File: src/rtl/core/a85e_pkg.sv
// Shared types and constants for the ASCII85 stream encoder.
package a85e_pkg;

	// Character codes
	localparam logic [6:0] CH_BASE  = 7'd33;
	localparam logic [6:0] CH_NL    = 7'd10;
	localparam logic [6:0] CH_TILDE = 7'd126;
	localparam logic [6:0] CH_GT    = 7'd62;

	localparam logic [7:0] TPL_RESET = 8'd15;
	localparam logic [6:0] RADIX     = 7'd85;

	// floor(w / 85) == (w * RECIP85) >> RECIP_SHIFT for every 32-bit w
	localparam logic [31:0] RECIP85     = 32'd3233857729;
	localparam int          RECIP_SHIFT = 38;
	localparam int          QUOT_W      = 64 - RECIP_SHIFT;

	localparam logic [2:0] TUPLE_DIGITS = 3'd5;
	localparam logic [2:0] DIV_STEPS    = 3'd4;

	// Job queue between front and back
	localparam int JOBQ_DEPTH = 2;
	localparam int JOBQ_AW    = $clog2(JOBQ_DEPTH);
	localparam int JOBQ_CW    = JOBQ_AW + 1;

	// One unit of work for the back end: an optional tuple, then an optional
	// newline, then an optional terminator.
	typedef struct packed {
		logic [31:0] word;
		logic [2:0]  ndig;   // 0 = no tuple, else 2..5 digits
		logic        nl;
		logic        term;
	} job_t;

endpackage

File: src/rtl/core/a85e_front.sv
// Front end: byte packing, line counting and job generation.
module a85e_front import a85e_pkg::*; (
	input  logic       clk,
	input  logic       arst_n,
	input  logic       cfg_wr_en,
	input  logic [7:0] cfg_wr_data,
	input  logic [7:0] data_byte,
	input  logic       byte_valid,
	input  logic       end_of_stream,
	input  logic       accept,
	output job_t       job,
	output logic       job_push
);

	logic [7:0]  tpl_q;
	logic [23:0] group_q;
	logic [1:0]  fill_q;
	logic [7:0]  line_q;

	logic [23:0] group_next;
	logic [1:0]  fill_next;
	logic [7:0]  line_inc;
	logic [7:0]  line_next;
	logic        tuple_full;
	logic        has_tuple;
	logic        line_nl;

	always_comb begin
		tuple_full = byte_valid && (fill_q == 2'd3);
		group_next = group_q;
		fill_next  = fill_q;
		if (tuple_full) begin
			group_next = '0;
			fill_next  = '0;
		end else if (byte_valid) begin
			case (fill_q)
				2'd0:    group_next[23:16] = data_byte;
				2'd1:    group_next[15:8]  = data_byte;
				2'd2:    group_next[7:0]   = data_byte;
				default: ;
			endcase
			fill_next = fill_q + 2'd1;
		end

		job.word = tuple_full ? {group_q, data_byte} : {group_next, 8'h00};
		if (tuple_full)
			job.ndig = TUPLE_DIGITS;
		else if (end_of_stream && (fill_next != 2'd0))
			job.ndig = 3'(fill_next) + 3'd1;
		else
			job.ndig = 3'd0;

		has_tuple = (job.ndig != 3'd0);
		line_inc  = line_q + 8'd1;
		line_nl   = (line_inc >= tpl_q);
		job.nl    = has_tuple && line_nl;
		job.term  = end_of_stream;
		job_push  = accept && (has_tuple || end_of_stream);

		if (!has_tuple)
			line_next = line_q;
		else if (line_nl)
			line_next = '0;
		else
			line_next = line_inc;
	end

	always_ff @(posedge clk or negedge arst_n) begin
		if (!arst_n) begin
			tpl_q   <= TPL_RESET;
			group_q <= '0;
			fill_q  <= '0;
			line_q  <= '0;
		end else begin
			if (cfg_wr_en)
				tpl_q <= cfg_wr_data;
			if (accept) begin
				if (end_of_stream) begin
					group_q <= '0;
					fill_q  <= '0;
					line_q  <= '0;
				end else begin
					group_q <= group_next;
					fill_q  <= fill_next;
					line_q  <= line_next;
				end
			end
		end
	end

endmodule

File: src/rtl/core/a85e_jobq.sv
// Short job queue between the front and back ends.
module a85e_jobq import a85e_pkg::*; (
	input  logic clk,
	input  logic arst_n,
	input  logic wr_en,
	input  job_t wr_data,
	input  logic rd_en,
	output job_t rd_data,
	output logic full,
	output logic empty
);

	job_t               mem_q [JOBQ_DEPTH];
	logic [JOBQ_AW-1:0] wr_ptr_q;
	logic [JOBQ_AW-1:0] rd_ptr_q;
	logic [JOBQ_CW-1:0] count_q;

	assign full    = (count_q == JOBQ_CW'(JOBQ_DEPTH));
	assign empty   = (count_q == '0);
	assign rd_data = mem_q[rd_ptr_q];

	always_ff @(posedge clk) begin
		if (wr_en)
			mem_q[wr_ptr_q] <= wr_data;
	end

	always_ff @(posedge clk or negedge arst_n) begin
		if (!arst_n) begin
			wr_ptr_q <= '0;
			rd_ptr_q <= '0;
			count_q  <= '0;
		end else begin
			if (wr_en)
				wr_ptr_q <= (wr_ptr_q == JOBQ_AW'(JOBQ_DEPTH - 1)) ? '0 : wr_ptr_q + 1'b1;
			if (rd_en)
				rd_ptr_q <= (rd_ptr_q == JOBQ_AW'(JOBQ_DEPTH - 1)) ? '0 : rd_ptr_q + 1'b1;
			if (wr_en && !rd_en)
				count_q <= count_q + 1'b1;
			else if (rd_en && !wr_en)
				count_q <= count_q - 1'b1;
		end
	end

	a_count_bound: assert property (@(posedge clk) disable iff (!arst_n)
		count_q <= JOBQ_CW'(JOBQ_DEPTH))
		else $error("job queue count overflow");
	a_no_write_full: assert property (@(posedge clk) disable iff (!arst_n)
		full |-> !wr_en)
		else $error("job queue written while full");
	a_no_read_empty: assert property (@(posedge clk) disable iff (!arst_n)
		empty |-> !rd_en)
		else $error("job queue read while empty");

endmodule

File: src/rtl/core/a85e_back.sv
// Back end: radix-85 digit conversion and character emission.
module a85e_back import a85e_pkg::*; (
	input  logic       clk,
	input  logic       arst_n,
	input  job_t       job,
	input  logic       job_avail,
	output logic       job_pop,
	input  logic       pop,
	output logic       out_valid,
	output logic [6:0] out_char,
	output logic       out_last
);

	typedef enum logic [2:0] {
		EM_IDLE,
		EM_DIG,
		EM_NL,
		EM_TILDE,
		EM_GT,
		EM_END
	} em_state_t;

	// converter
	logic              cv_busy_q;
	logic              cv_phase_q;
	logic [2:0]        cv_it_q;
	logic [31:0]       cv_w_q;
	logic [QUOT_W-1:0] cv_quot_q;
	logic [6:0]        cv_dig_q [5];
	logic [2:0]        cv_ndig_q;
	logic              cv_nl_q;
	logic              cv_term_q;
	logic [63:0]       cv_prod;
	logic [6:0]        cv_rem;
	logic              cv_done;
	logic              handoff;

	// emitter
	em_state_t   em_state_q;
	em_state_t   em_next;
	logic [6:0]  em_dig_q [5];
	logic [2:0]  em_ndig_q;
	logic        em_nl_q;
	logic        em_term_q;
	logic [2:0]  em_pos_q;
	logic [6:0]  em_char;
	logic        em_last;
	logic        advance;
	logic        out_valid_q;
	logic [6:0]  out_char_q;
	logic        out_last_q;

	assign cv_prod = 64'(cv_w_q) * 64'(RECIP85);
	assign cv_rem  = cv_w_q[6:0] - 7'(cv_quot_q[6:0] * RADIX);
	assign cv_done = cv_busy_q && ((cv_ndig_q == 3'd0) || (cv_it_q == DIV_STEPS));
	assign handoff = cv_done && (em_state_q == EM_IDLE);
	assign job_pop = job_avail && (!cv_busy_q || handoff);

	always_ff @(posedge clk or negedge arst_n) begin
		if (!arst_n) begin
			cv_busy_q  <= 1'b0;
			cv_phase_q <= 1'b0;
			cv_it_q    <= '0;
		end else if (job_pop) begin
			cv_busy_q  <= 1'b1;
			cv_phase_q <= 1'b0;
			cv_it_q    <= '0;
		end else if (handoff) begin
			cv_busy_q <= 1'b0;
		end else if (cv_busy_q && !cv_done) begin
			cv_phase_q <= !cv_phase_q;
			if (cv_phase_q)
				cv_it_q <= cv_it_q + 3'd1;
		end
	end

	// Digits are produced least significant first: step k leaves digit 4-k.
	always_ff @(posedge clk) begin
		if (job_pop) begin
			cv_w_q    <= job.word;
			cv_ndig_q <= job.ndig;
			cv_nl_q   <= job.nl;
			cv_term_q <= job.term;
		end else if (cv_busy_q && !cv_done) begin
			if (!cv_phase_q) begin
				cv_quot_q <= cv_prod[63:RECIP_SHIFT];
			end else begin
				cv_dig_q[DIV_STEPS - cv_it_q] <= cv_rem;
				if (cv_it_q == DIV_STEPS - 3'd1)
					cv_dig_q[0] <= cv_quot_q[6:0];
				cv_w_q <= 32'(cv_quot_q);
			end
		end
	end

	assign advance = (em_state_q != EM_IDLE) && (!out_valid_q || pop);

	always_comb begin
		em_char = CH_NL;
		em_last = 1'b0;
		em_next = em_state_q;
		unique case (em_state_q)
			EM_IDLE: em_next = EM_IDLE;
			EM_DIG: begin
				em_char = em_dig_q[em_pos_q] + CH_BASE;
				if (em_pos_q + 3'd1 == em_ndig_q)
					em_next = em_nl_q ? EM_NL : (em_term_q ? EM_TILDE : EM_IDLE);
			end
			EM_NL:    em_next = em_term_q ? EM_TILDE : EM_IDLE;
			EM_TILDE: begin
				em_char = CH_TILDE;
				em_next = EM_GT;
			end
			EM_GT: begin
				em_char = CH_GT;
				em_next = EM_END;
			end
			EM_END: begin
				em_last = 1'b1;
				em_next = EM_IDLE;
			end
			default: em_next = EM_IDLE;
		endcase
	end

	always_ff @(posedge clk or negedge arst_n) begin
		if (!arst_n) begin
			em_state_q  <= EM_IDLE;
			em_pos_q    <= '0;
			out_valid_q <= 1'b0;
			out_char_q  <= '0;
			out_last_q  <= 1'b0;
		end else begin
			if (advance) begin
				out_valid_q <= 1'b1;
				out_char_q  <= em_char;
				out_last_q  <= em_last;
				em_state_q  <= em_next;
				if (em_state_q == EM_DIG)
					em_pos_q <= em_pos_q + 3'd1;
			end else if (pop) begin
				out_valid_q <= 1'b0;
			end
			if (handoff) begin
				em_state_q <= (cv_ndig_q != 3'd0) ? EM_DIG : EM_TILDE;
				em_pos_q   <= '0;
			end
		end
	end

	always_ff @(posedge clk) begin
		if (handoff) begin
			em_dig_q  <= cv_dig_q;
			em_ndig_q <= cv_ndig_q;
			em_nl_q   <= cv_nl_q;
			em_term_q <= cv_term_q;
		end
	end

	assign out_valid = out_valid_q;
	assign out_char  = out_char_q;
	assign out_last  = out_last_q;

	a_last_is_nl: assert property (@(posedge clk) disable iff (!arst_n)
		out_valid_q && out_last_q |-> out_char_q == CH_NL)
		else $error("last flag on a non-newline character");
	a_digit_range: assert property (@(posedge clk) disable iff (!arst_n)
		advance && em_state_q == EM_DIG |=>
			out_char_q >= CH_BASE && out_char_q < CH_BASE + RADIX)
		else $error("digit character out of range");
	a_iter_bound: assert property (@(posedge clk) disable iff (!arst_n)
		cv_busy_q |-> cv_it_q <= DIV_STEPS)
		else $error("converter ran past its last step");
	a_pos_bound: assert property (@(posedge clk) disable iff (!arst_n)
		em_state_q == EM_DIG |-> em_pos_q < em_ndig_q)
		else $error("emitter digit position past tuple length");

endmodule

File: src/rtl/core/ascii85_stream_encoder.sv
// Top level of the ASCII85 stream encoder: front end, job queue, back end.
// A completed group passes through the job queue, the divide-by-85 steps, the
//   handoff and the output register; a terminator-only item shows '~' first.
// Throughput: one byte per cycle while the job queue has room; the sustained
//   rate is set by the converter (4 divide steps, each a multiply and a remainder
//   phase, plus a handoff); the emitter sends one character per cycle while its output is popped.
// Reset: arst_n clears all control state; tuples_per_line returns to 15.
module ascii85_stream_encoder import a85e_pkg::*; (
	input  logic       clk,
	input  logic       arst_n,
	// configuration: tuples_per_line
	input  logic       cfg_wr_en,
	input  logic [7:0] cfg_wr_data,
	// input queue side
	input  logic       push,
	output logic       full,
	input  logic [7:0] data_byte,
	input  logic       byte_valid,
	input  logic       end_of_stream,
	// result queue side
	output logic       empty,
	input  logic       pop,
	output logic [6:0] out_char,
	output logic       last_char
);

	logic accept;
	job_t front_job;
	logic front_push;
	job_t back_job;
	logic jobq_full;
	logic jobq_empty;
	logic back_pop;
	logic out_valid;

	// An item is transferred whenever the job queue has room; items that
	// produce no job (a byte that does not finish a group) just update the
	// packing state.
	assign accept = push && !full;
	assign full   = jobq_full;

	a85e_front u_front (
		.clk          (clk),
		.arst_n       (arst_n),
		.cfg_wr_en    (cfg_wr_en),
		.cfg_wr_data  (cfg_wr_data),
		.data_byte    (data_byte),
		.byte_valid   (byte_valid),
		.end_of_stream(end_of_stream),
		.accept       (accept),
		.job          (front_job),
		.job_push     (front_push)
	);

	// Decouples the byte-rate front from the character-rate back.
	a85e_jobq u_jobq (
		.clk    (clk),
		.arst_n (arst_n),
		.wr_en  (front_push),
		.wr_data(front_job),
		.rd_en  (back_pop),
		.rd_data(back_job),
		.full   (jobq_full),
		.empty  (jobq_empty)
	);

	// Converter and emitter; the emitter's output register is the result
	// queue head, refilled in the same cycle it is popped when the emitter has a next character.
	a85e_back u_back (
		.clk      (clk),
		.arst_n   (arst_n),
		.job      (back_job),
		.job_avail(!jobq_empty),
		.job_pop  (back_pop),
		.pop      (pop && !empty),
		.out_valid(out_valid),
		.out_char (out_char),
		.out_last (last_char)
	);

	assign empty = !out_valid;

endmodule
File: config.mk
export PLATFORM = sky130hd
export DESIGN_NAME = ascii85_stream_encoder
export DESIGN_NICKNAME = d
export VERILOG_FILES = /design/src/rtl/core/a85e_pkg.sv /design/src/rtl/core/a85e_front.sv /design/src/rtl/core/a85e_jobq.sv /design/src/rtl/core/a85e_back.sv /design/src/rtl/core/ascii85_stream_encoder.sv
export SDC_FILE = /design/constraint.sdc
export NUM_CORES = 1
export LEC_CHECK = 0
export ABC_AREA = 1
export BUFFER_PORTS_ARGS = -buffer_cell sky130_fd_sc_hd__buf_2
export CAP_MARGIN = 5
export CORE_MARGIN = 2
export CORE_UTILIZATION = 45
export DETAILED_ROUTE_END_ITERATION = 16
export PLACE_DENSITY_LB_ADDON = 0.2
export SKIP_LAST_GASP = 1
export SYNTH_ARGS = -nofsm -noshare
export SYNTH_HDL_FRONTEND = slang
export SYNTH_SLANG_ARGS = --single-unit
File: constraint.sdc
create_clock -name clk -period 11.4 [get_ports clk]
set_input_delay 0.57 -clock clk [delete_from_list [all_inputs] [get_ports clk]]
set_output_delay 0.57 -clock clk [all_outputs]
set_load 0.02 [all_outputs]
* Yosys cells after proc, flatten, opt, wreduce, memory -nomap -nowiden
Memory sizes are Yosys's and may differ from the RTL's. Index checks and enable logic that the tools add are counted.
Storage, ports and cells: bits in registers 204, RAM bits 74, bits of input ports 23, output and inout bits 10, logic and storage cells 174, memories 1
Cells by class: add/sub/neg operators 12, $mul 2, $lt $le $gt $ge 4, eq/ne operators 14, mux-type cells 54, bitwise operators 4, reductions and logical operators 50
Memory list:
- u_jobq.mem_q | depth 2, bits a word 37, read ports 1, clocked after memory_dff 0, wr ports 1, line a85e_jobq.sv:13 | job_t mem_q [JOBQ_DEPTH];
Operator list (number):
- two-way mux 32 bit | 4
- two-way mux 24 bit | 3
- multiplier 32 x 32 -> 64 bit, second input constant | 1
- two-way mux 8 bit | 6
- two-way mux 3 bit | 13
- bitwise mux 35 bit | 1
- two-way mux 7 bit | 4
- binary-select mux 7 bit (select 3 bit) | 1
- demux 7 bit (select 3 bit) | 1
- case mux 7 bit (3 select lines) | 1
- nonzero test 2 bit | 9
- logical AND 1 bit | 14
- two-way mux 2 bit | 7
- two-way mux 1 bit | 12
- case mux 3 bit (4 select lines) | 1
- AND reduction 2 bit | 5
- == test 3 x 2 -> 1 bit, second input constant | 3
- == test 3 bit, second input constant | 3
- AND reduction 3 bit | 3
- nonzero test 3 bit | 3
- adder 8 x 1 -> 8 bit, second input constant | 1
- >= comparator 4 bit, second input constant | 2
- >= comparator 8 bit | 1
- logical NOT 1 bit | 8
- other kinds (21) | 33

* Longest topological paths before layout
Gate-level depths: netlist (run 1).
word-level depth 14, gate-level depth with buffers 25, mapped depth without buffers 25

* Cells and area by module
A second synthesis (run 1) with hierarchy kept.
Second synthesis, totals: cells, all modules 2492, area, all modules 23772.8 um2
Modules (own cells, without submodules):
- a85e_back | instances 1, cells an instance 2010, area an instance 18118.6 um2, sequential area each 4644.5 um2
- a85e_jobq | instances 1, cells an instance 140, area an instance 2959.1 um2, sequential area each 2322.2 um2
- a85e_front | instances 1, cells an instance 336, area an instance 2670.1 um2, sequential area each 1056.0 um2
- ascii85_stream_encoder | instances 1, cells an instance 6, area an instance 25.0 um2, sequential area each 0.0 um2

* Worst setup path after synthesis (run 1)
Ideal clock, no wire load.
path kind register -> register, start register u_back.cv_w_q[8], end register u_back.cv_quot_q[23] (data pin), arrival time 5244 ps, data required time 11148 ps, setup slack 5904 ps, cell stages (with the launch flop) 22, path buffers 0, period minus slack after synthesis 5496 ps, cell sequence edfxtp_1 -> ha_1 -> ha_1 -> inv_1 -> fa_1 -> inv_1 -> fa_1 -> inv_1 -> fa_1 -> fa_1 -> fa_1 -> inv_1 -> ha_1 -> ha_1 -> a21oi_1 -> o21ai_0 -> a21boi_0 -> o21ai_0 -> a21oi_1 -> nand2_1 -> nand2_1 -> nand2_1
On the way: longest elaborated chain between the ends 1
RTL lines:
- start: declaration | line a85e_back.sv:27 | logic [31:0] cv_w_q;
- start signal: assignment | line a85e_back.sv:80 | cv_w_q <= job.word;
- start signal: assignment | line a85e_back.sv:91 | cv_w_q <= 32'(cv_quot_q);
- multiplier 32 x 32 -> 64 bit | line a85e_back.sv:53 | assign cv_prod = 64'(cv_w_q) * 64'(RECIP85);
- named net u_back.cv_prod[61] | line a85e_back.sv:33 | logic [63:0] cv_prod;
- end signal: assignment | line a85e_back.sv:86 | cv_quot_q <= cv_prod[63:RECIP_SHIFT];
- end: declaration | line a85e_back.sv:28 | logic [QUOT_W-1:0] cv_quot_q;
The timed path passes the listed nets, and every way through them passes these cells. A chain may end at the register's enable or synchronous reset.

* Final worst setup path (run 1)
start register u_back.cv_w_q[6], end register u_back.cv_quot_q[23] (data pin)
The elaborated chain is that of the path after synthesis.

==> flow_metrics.env, run 1 <==
export IMPL_slew_headroom_pct=20.3
export IMPL_ys_top_cells_by_area="edfxtp_1, ha_1, fa_1"
export IMPL_syn_area_um2=23200
export IMPL_h_tree_depth=1
export IMPL_routed_via_density=5.24
export IMPL_cts_max_path_buffers=3
export IMPL_required_ns=11.74
export IMPL_wl_per_cell_um=19.4
export IMPL_postCtsSetupBuffers=0
export IMPL_grt_pass1_wl_um=96700
export IMPL_yosysUniqueCellTypes=43
export IMPL_grt_pass1_vias=16800
export IMPL_firstDrtPassIters=5
export IMPL_hpwl_um=51400
export IMPL_slew_violations=0
export IMPL_start_util_pct=45.4
export IMPL_synth_nets=3024
export IMPL_dpl_cell_area_um2=24100
export IMPL_synth_top_area_cell="edfxtp_1"
export IMPL_grt_usage_pct=23.8
export IMPL_grt_ovfl_total=0
export IMPL_timing_final_ws_setup_ns=4.90
export IMPL_synth_edf_count=212
export IMPL_cp_end_kind="flop"
export IMPL_fin_util_pct=49.4
export IMPL_drt_iter0_drc=1121
export IMPL_cts_clk_slew_worst_paths_ns=0.07
export IMPL_ctsResizeCount=0
export IMPL_status="finished clean"
export IMPL_timing_setup_tns_ns=0
export IMPL_yosysTopAreaCellShare_pct=27.5
export IMPL_die_width_um=231
export IMPL_setup_viol=0
export IMPL_yosysMostFrequentCell="inv_1"
export IMPL_ys_seq_elements=278
export IMPL_hold_violations=0
export IMPL_fin_skew_ns=0.0314
export IMPL_clock_sinks=278
export IMPL_vias=16900
export IMPL_layout_drive_gt1_share_pct=4.60
export IMPL_reg2reg_setup_slack_ns=4.90
export IMPL_max_cap_violations=0
export IMPL_dieArea_um2=53400
export IMPL_synthToLayoutAreaGrowth_pct=8.81
export IMPL_route_detailed_drc=0
export IMPL_synth_warnings=0
export IMPL_syn_instance_count=2480
export IMPL_die_h_um=231
export IMPL_syn_avg_cell_area_um2=9.35
export IMPL_io_buffers=32
export IMPL_ys_seq_area_share_pct=34.6
export IMPL_cts_buffers=31
export IMPL_dp_worst_setup_slack_ns=5.02
export IMPL_grt_max_degree=67
export IMPL_grt_setup_unrepaired="no"
export IMPL_ios=33
export IMPL_fin_nets=3065
export IMPL_arrival_ns=6.85
export IMPL_fin_area_um2=25200
export IMPL_worst_path_max_fanout=4
export IMPL_num_rows=83
export IMPL_ys_async_sr_fraction_pct=23.7
export IMPL_min_path_type="input port to flop"
export IMPL_path_class="flop to flop"
export IMPL_ant_nets=0
export IMPL_ctsHoldBuffers=0
export IMPL_synthTopCellsByCount="inv_1, nand2_1, ha_1"
export IMPL_synthFlopType="edfxtp_1"
export IMPL_crit_path_start_kind="flop"
export IMPL_place_congestion=1.02
export IMPL_antenna_found_initial=1
export IMPL_clock_latency_ns=0.59
export IMPL_cts_tree="done"
export IMPL_coreArea_um2=51100
export IMPL_post_route_period_util_pct=57.1
export IMPL_wirelength_um=62500
export IMPL_max_freq_mhz=154
export IMPL_tightestPinTransition_ns=1.19
export IMPL_root_buffer="clkbuf_16"
export IMPL_fin_crit_ns=6.50
## through the flow
step           std cells  hold WS (ns)
5_1_grt             3225         0.190
4_1_cts             3224         0.173
2_1_floorplan       2480         0.274
6_report            3226         0.191
3_3_place_gp        3167         0.401
3_5_place_dp        3167         0.405
## cells in the final DEF (no fill, tap or decap), types with 2 or more instances in the layout
cell type / synthesis / routed
nor3_1: 27 / 27
mux2_2: 2 / 2
a21oi_1: 110 / 110
clkinv_2: 0 / 5
o31ai_1: 2 / 2
fa_1: 171 / 171
xnor2_1: 20 / 20
nor3_4: 2 / 2
o21a_1: 4 / 4
clkbuf_16: 0 / 31
buf_4: 4 / 7
inv_1: 552 / 551
dfstp_2: 4 / 4
nor2_1: 189 / 186
clkbuf_8: 0 / 3
ha_1: 350 / 350
buf_2: 8 / 32
a31oi_1: 35 / 35
clkinv_1: 0 / 3
nor4_1: 2 / 2
nand3_1: 86 / 86
nand4_1: 10 / 10
edfxtp_1: 212 / 212
clkbuf_1: 15 / 3
nand2_1: 397 / 397
a21o_1: 5 / 5
or2_2: 3 / 3
o21bai_1: 6 / 6
o22ai_1: 29 / 29
xor2_1: 23 / 23
clkinv_4: 0 / 3
nor2_4: 0 / 3
a21boi_0: 4 / 4
o21ai_0: 124 / 124
bufinv_16: 0 / 6
inv_2: 5 / 6
dfrtp_1: 62 / 62
## layer usage
| layer | share of wire [%] | track usage, % | wire (um) | vias to the layer above |
|---|---|---|---|---|
| met3 | 6.7 | 4.64 | 4180 | 66 |
| met1 | 47 | 34.9 | 29100 | 8285 |
| met4 | 2.9 | 6.29 | 1800 | 0 |
| met5 | 0 | 0 | 0 | - |
| li1 | - | - | - | 8111 |
| met2 | 44 | 36.1 | 27400 | 428 |
## flip-flops by register name, summed over array words and instances (netlist names), 3 cells and up
name and count:
u_jobq.mem_q 74, u_back.cv_dig_q 35, u_back.em_dig_q 35, u_back.cv_w_q 32, u_back.cv_quot_q 26, u_front.group_q 24, u_front.line_q 8, u_front.tpl_q 8
u_back.out_char 7, u_back.cv_it_q 3, u_back.cv_ndig_q 3, u_back.em_ndig_q 3, u_back.em_pos_q 3, u_back.em_state_q 3
## critical path, stage by stage (launching register included)
cell	delay, ns
edfxtp_1	0.52
ha_1	0.30
ha_1	0.32
inv_1	0.06
fa_1	0.52
inv_1	0.07
fa_1	0.50
inv_1	0.06
fa_1	0.51
fa_1	0.52
fa_1	0.54
inv_1	0.04
ha_1	0.28
ha_1	0.36
a21oi_1	0.24
o21ai_0	0.17
a21boi_0	0.43
o21ai_0	0.34
a21oi_1	0.30
nand2_1	0.08
nand2_1	0.06
nand2_1	0.05
## cell type report
class | instances | area (um^2)
sequential | 278 | 8020
antenna | 1 | 2.50
timing repair buffer | 40 | 220
fill | 4802 | 25900
clock buffer | 37 | 828
clock inverter | 20 | 270
multi-input combinational | 1613 | 12900
inverter | 557 | 2090
tap | 680 | 851
## path summary, 6_finish.rpt
path | start | endpoint | depth (start not counted)
max in group asynchronous | arst_n | u_front.group_q[14] | 2
min reg2reg | u_back.cv_dig_q[33] | u_back.em_dig_q[33] | 0
min in group asynchronous | arst_n | u_back.out_char[4] | 2
max | u_back.cv_w_q[6] | u_back.cv_quot_q[23] | 21
min | pop | u_back.out_valid | 2
max reg2reg | u_back.cv_w_q[6] | u_back.cv_quot_q[23] | 21
## logic make-up (layout without fill, tap and decap cells)
family | Yosys count | count (layout) | synth area share (%)
adder cells (fa/ha/maj) | 521 | 521 | 33.6
AO/OA/AOI/OAI | 326 | 326 | 7.69
multiplexers | 2 | 2 | 0.0971
XOR/XNOR | 43 | 43 | 1.62
other | 0 | 1 | 0
flip-flops | 278 | 278 | 34.6
AND/OR/NAND/NOR | 721 | 721 | 12.6
buffers and inverters | 589 | 654 | 9.71
Power of run 1 is not shown: default switching activity piles up to over one toggle a cycle in this logic, so the estimate is an artifact.
==> inputs of run 2 (changes only) <==
Clock period 11.4 ns to 6.35 ns, I/O delays scaled along.
==> flow_metrics.env, run 2 (same netlist as run 1, synthesis figures left out) <==
export IMPL_max_cap_violations=0
export IMPL_cts_buffers=31
export IMPL_grt_pass1_vias=16700
export IMPL_cp_end_kind="flop"
export IMPL_fin_util_pct=50.1
export IMPL_wl_per_cell_um=19.6
export IMPL_reg2reg_setup_slack_ns=-0.002
export IMPL_grt_max_degree=67
export IMPL_timing_final_ws_setup_ns=-0.00155
export IMPL_dieArea_um2=53400
export IMPL_hold_violations=0
export IMPL_dp_worst_setup_slack_ns=0.0559
export IMPL_place_congestion=0.977
export IMPL_routed_via_density=5.22
export IMPL_fin_crit_ns=6.35
export IMPL_layout_common_cells="inv_1, nand2_1, ha_1"
export IMPL_synthToLayoutAreaGrowth_pct=10.3
export IMPL_tightestPinTransition_ns=1.23
export IMPL_cts_clk_slew_worst_paths_ns=0.06
export IMPL_start_util_pct=45.4
export IMPL_cts_max_path_buffers=3
export IMPL_root_buffer="clkbuf_16"
export IMPL_worst_path_max_fanout=5
export IMPL_timing_setup_tns_ns=-0.00155
export IMPL_setup_viol=1
export IMPL_layout_drive_gt1_share_pct=6.37
export IMPL_max_freq_mhz=157
export IMPL_endpoint="u_back.cv_quot_q[15]"
export IMPL_grt_usage_pct=24.4
export IMPL_grt_pass1_wl_um=98600
export IMPL_crit_path_start_kind="flop"
export IMPL_antenna_found_initial=0
export IMPL_route_detailed_drc=0
export IMPL_grt_ovfl_total=0
export IMPL_multi_input_area_um2=13000
export IMPL_io_buffers=32
export IMPL_slew_violations=0
export IMPL_status="complete, but fails checks"
export IMPL_die_h_um=231
export IMPL_grt_setup_unrepaired="yes"
export IMPL_h_tree_depth=1
export IMPL_crit_start="u_back.cv_w_q[16]"
export IMPL_arrival_ns=6.70
export IMPL_wirelength_um=64000
export IMPL_coreArea_um2=51100
export IMPL_num_antenna_cells=0
export IMPL_die_width_um=231
export IMPL_hpwl_um=53000
export IMPL_final_common_cell="inv_1"
export IMPL_clock_sinks=278
export IMPL_violations="negative setup slack"
export IMPL_fin_skew_ns=0.0280
export IMPL_drt_iter0_drc=1302
export IMPL_slew_headroom_pct=17.7
export IMPL_required_ns=6.70
export IMPL_vias=17100
export IMPL_regToRegStartpoint="u_back.cv_w_q[16]"
export IMPL_clock_latency_ns=0.59
export IMPL_register_area_um2=8020
export IMPL_ant_nets=0
export IMPL_largest_reg_flops=74
export IMPL_fill_cells=4788
export IMPL_top_register="u_jobq.mem_q"
export IMPL_cts_tree="done"
export IMPL_r2r_cells=20
export IMPL_firstDrtPassIters=5
export IMPL_ios=33
export IMPL_path_class="flop to flop"
export IMPL_r2r_end="u_back.cv_quot_q[15]"
export IMPL_post_route_period_util_pct=100
export IMPL_fin_nets=3109
export IMPL_min_path_type="input port to flop"
export IMPL_largestRegisters="u_jobq.mem_q: 74 flops, u_back.cv_dig_q: 35 flops, u_back.em_dig_q: 35 flops"
export IMPL_num_rows=83
## run 2: changes by cell type in the layout (fill, tap and decap cells not counted), moves of 4 or more
| cell | delta |
|---|---|
| a21oi_2 | +5 |
| o21ai_1 | +4 |
| buf_4 | +33 |
| o21ai_0 | -5 |
| a21oi_1 | -5 |
| dlygate4sd3_1 | +11 |
## run 2: critical path: stages (launching register included)
cell and delay (ns):
edfxtp_1 0.48, ha_1 0.32, ha_1 0.30, inv_1 0.06, fa_1 0.53, inv_1 0.06
fa_1 0.52, inv_1 0.06, fa_1 0.50, fa_1 0.54, inv_1 0.04, ha_1 0.29
ha_1 0.29, ha_1 0.39, inv_1 0.11, o21bai_1 0.20, a21oi_1 0.13, o21ai_0 0.53
nor2_1 0.16, nand3_1 0.22, xor2_1 0.38
## run 2: worst min path at each step
stage                                   start             endpoint  depth (start not counted)
after global routing                cfg_wr_en     u_front.tpl_q[3]                          3
final                               cfg_wr_en     u_front.tpl_q[1]                          3
after floorplan                        arst_n     u_back.cv_busy_q                          0
after global placement    u_back.cv_dig_q[13]  u_back.em_dig_q[13]                          0
after detailed placement  u_back.cv_dig_q[10]  u_back.em_dig_q[10]                          0
after CTS                           cfg_wr_en     u_front.tpl_q[2]                          3
## run 2: timing repair
item	4_1_cts	5_1_grt
hold buffers	11	0
hold endpoints to repair	73	0
buffers inserted	0	8
resized for setup	0	21
endpoints found under the setup margin	0	18
## run 2: through the flow
stage | hold WS [ns] | cells | instance area [um^2]
after floorplan | 0.0219 | 2480 | 23200
after global placement | 0.401 | 3192 | 24300
after detailed placement | 0.405 | 3192 | 24300
after CTS | 0.0390 | 3260 | 25500
after global routing | 0.0877 | 3269 | 25600
final | 0.0723 | 3269 | 25600
## run 2: area by class of cell
type / count / share of cell area [%]
repair buffers: 84 / 2.25
flip-flops and latches: 278 / 31.4
multi-input cells: 1613 / 50.8
well taps: 680 / 3.33
inverters: 557 / 8.17
clock inverters: 23 / 0.998
clock buffers: 34 / 3.08
## run 2: metal layers
metal  wire (um)  share of wire (%)  global-route usage (%)  vias up
li1            -                  -                       -     8219
met4        1370                2.1                    5.10        0
met3        4040                6.3                    3.64       54
met2       28200                 44                    37.0      447
met5           0                  0                       0        -
met1       30400                 48                    36.9     8343
Power of run 2 is left out for the same reason.
==> inputs of run 3 (changes only) <==
Settings changed: REMOVE_ABC_BUFFERS set to 1.
==> flow_metrics.env, run 3 (same netlist as run 1, synthesis figures left out) <==
export IMPL_wirelength_um=64000
export IMPL_layout_common_cells="inv_1, nand2_1, ha_1"
export IMPL_fin_nets=3106
export IMPL_crit_path_start_kind="flop"
export IMPL_place_inst=3193
export IMPL_place_congestion=0.976
export IMPL_antenna_found_initial=1
export IMPL_grt_usage_pct=24.3
export IMPL_coreArea_um2=51100
export IMPL_firstDrtPassIters=6
export IMPL_routed_via_density=5.20
export IMPL_cts_clk_slew_worst_paths_ns=0.06
export IMPL_critical_path_slowest_cell="fa_1"
export IMPL_top_register="u_jobq.mem_q"
export IMPL_hold_ws_ns=0.0362
export IMPL_wl_per_cell_um=19.6
export IMPL_start_util_pct=45.4
export IMPL_setup_viol=0
export IMPL_cpPeakStageDelay_ns=0.56
export IMPL_post_route_period_util_pct=98.2
export IMPL_vias=17000
export IMPL_h_tree_depth=1
export IMPL_min_path_type="input port to flop"
export IMPL_num_antenna_cells=0
export IMPL_ant_nets=0
export IMPL_dieArea_um2=53400
export IMPL_max_freq_mhz=160
export IMPL_die_width_um=231
export IMPL_fin_cells=3265
export IMPL_clock_sinks=278
export IMPL_io_buffers=32
export IMPL_grt_max_degree=67
export IMPL_max_cap_violations=0
export IMPL_cts_max_path_buffers=3
export IMPL_die_h_um=231
export IMPL_worst_path_max_fanout=4
export IMPL_fin_skew_ns=0.0296
export IMPL_largest_reg_flops=74
export IMPL_hold_violations=0
export IMPL_drt_iter0_drc=1302
export IMPL_arrival_ns=6.60
export IMPL_hpwl_um=53100
export IMPL_path_class="flop to flop"
export IMPL_slew_violations=0
export IMPL_cp_end_kind="flop"
export IMPL_layout_drive_gt1_share_pct=5.80
export IMPL_synthToLayoutAreaGrowth_pct=10.1
export IMPL_required_ns=6.72
export IMPL_grt_pass1_wl_um=97700
export IMPL_register_area_um2=8020
export IMPL_largestRegisters="u_jobq.mem_q: 74 flops, u_back.cv_dig_q: 35 flops, u_back.em_dig_q: 35 flops"
export IMPL_grt_setup_unrepaired="yes"
export IMPL_clock_latency_ns=0.61
export IMPL_status="finished clean"
export IMPL_crit_chain="ha_1 -> ha_1 -> inv_1 -> fa_1 -> inv_1 -> fa_1 -> inv_1 -> fa_1 -> fa_1 -> fa_1 -> inv_1 -> ha_1 -> ha_1 -> a21oi_1 -> o21ai_1 -> inv_1 -> o21ai_0 -> a21oi_2 -> nor2_1 -> nor2_1 -> nand2_1 -> nand2_1 -> nand2_1"
export IMPL_multi_input_area_um2=13000
export IMPL_grt_ovfl_total=0
export IMPL_root_buffer="clkbuf_16"
export IMPL_ios=33
export IMPL_cts_tree="done"
export IMPL_fin_crit_ns=6.23
export IMPL_cts_buffers=31
export IMPL_route_detailed_drc=0
export IMPL_slew_headroom_pct=11.7
export IMPL_fill_cells=4841
export IMPL_dpl_cell_area_um2=24300
export IMPL_tightestPinTransition_ns=1.31
export IMPL_num_rows=83
export IMPL_grt_pass1_vias=16600
export IMPL_final_common_cell="inv_1"
export IMPL_fin_area_um2=25500
run 3: changes by cell type in the layout (fill, tap and decap cells not counted), sizes merged:
cell,previous run,this run
clkbuf,34,41
clkinv,14,10
buf,73,70
inv,561,557
run 3: layer usage:
layer / track usage, % / wire length, um
met2: 36.2 / 27800
met4: 6.01 / 1550
met1: 36.3 / 30600
met3: 4.78 / 4080
met5: 0 / 0
run 3: worst paths after layout:
kind | from | end | slack, ns | cells past startpoint
setup / recovery | u_back.cv_w_q[6] | u_back.cv_quot_q[25] | 0.12 | 23
setup reg to reg | u_back.cv_w_q[6] | u_back.cv_quot_q[25] | 0.12 | 23
hold / removal | cfg_wr_en | u_front.tpl_q[2] | 0.04 | 3
min in group asynchronous | arst_n | u_back.out_char[1] | 0.47 | 3
max in group asynchronous | arst_n | u_front.group_q[23] | 5.27 | 3
hold reg to reg | u_back.cv_dig_q[33] | u_back.em_dig_q[33] | 0.41 | 0
run 3: what timing repair did:
action                                  4_1_cts  5_1_grt
hold buffers                                 11        0
setup buffers                                 0        5
resized for setup                             0       19
endpoints found under the hold margin        73        0
endpoints found under the setup margin        0       15
run 3: critical path: cells and delay by family (launching register included):
kind | cells | cell delay [ns]
AOI/OAI and AO/OA | 4 | 0.82
buffers and inverters | 5 | 0.33
and+or+nand+nor | 5 | 0.44
adders and majority gates | 9 | 3.96
DFF | 1 | 0.47
run 3: stage by stage:
step | setup TNS, ns | worst slack (ns) | utilization [%]
2_1_floorplan | 0 | 0.854 | -
3_3_place_gp | 0 | 0.0203 | 47.6
3_5_place_dp | 0 | 0.0597 | 47.6
4_1_cts | 0 | 0.00112 | 49.8
5_1_grt | -0.0770 | -0.0770 | 50.0
6_report | 0 | 0.117 | 50.0
run 3: cell type report:
cell class,instances,area share [%]
Multi-Input combinational cell,1613,50.9
Sequential cell,278,31.4
Inverter,557,8.19
Tap cell,680,3.33
Clock buffer,41,3.30
Timing Repair Buffer,81,2.18
Clock inverter,15,0.740
Power of run 3 is left out for the same reason.
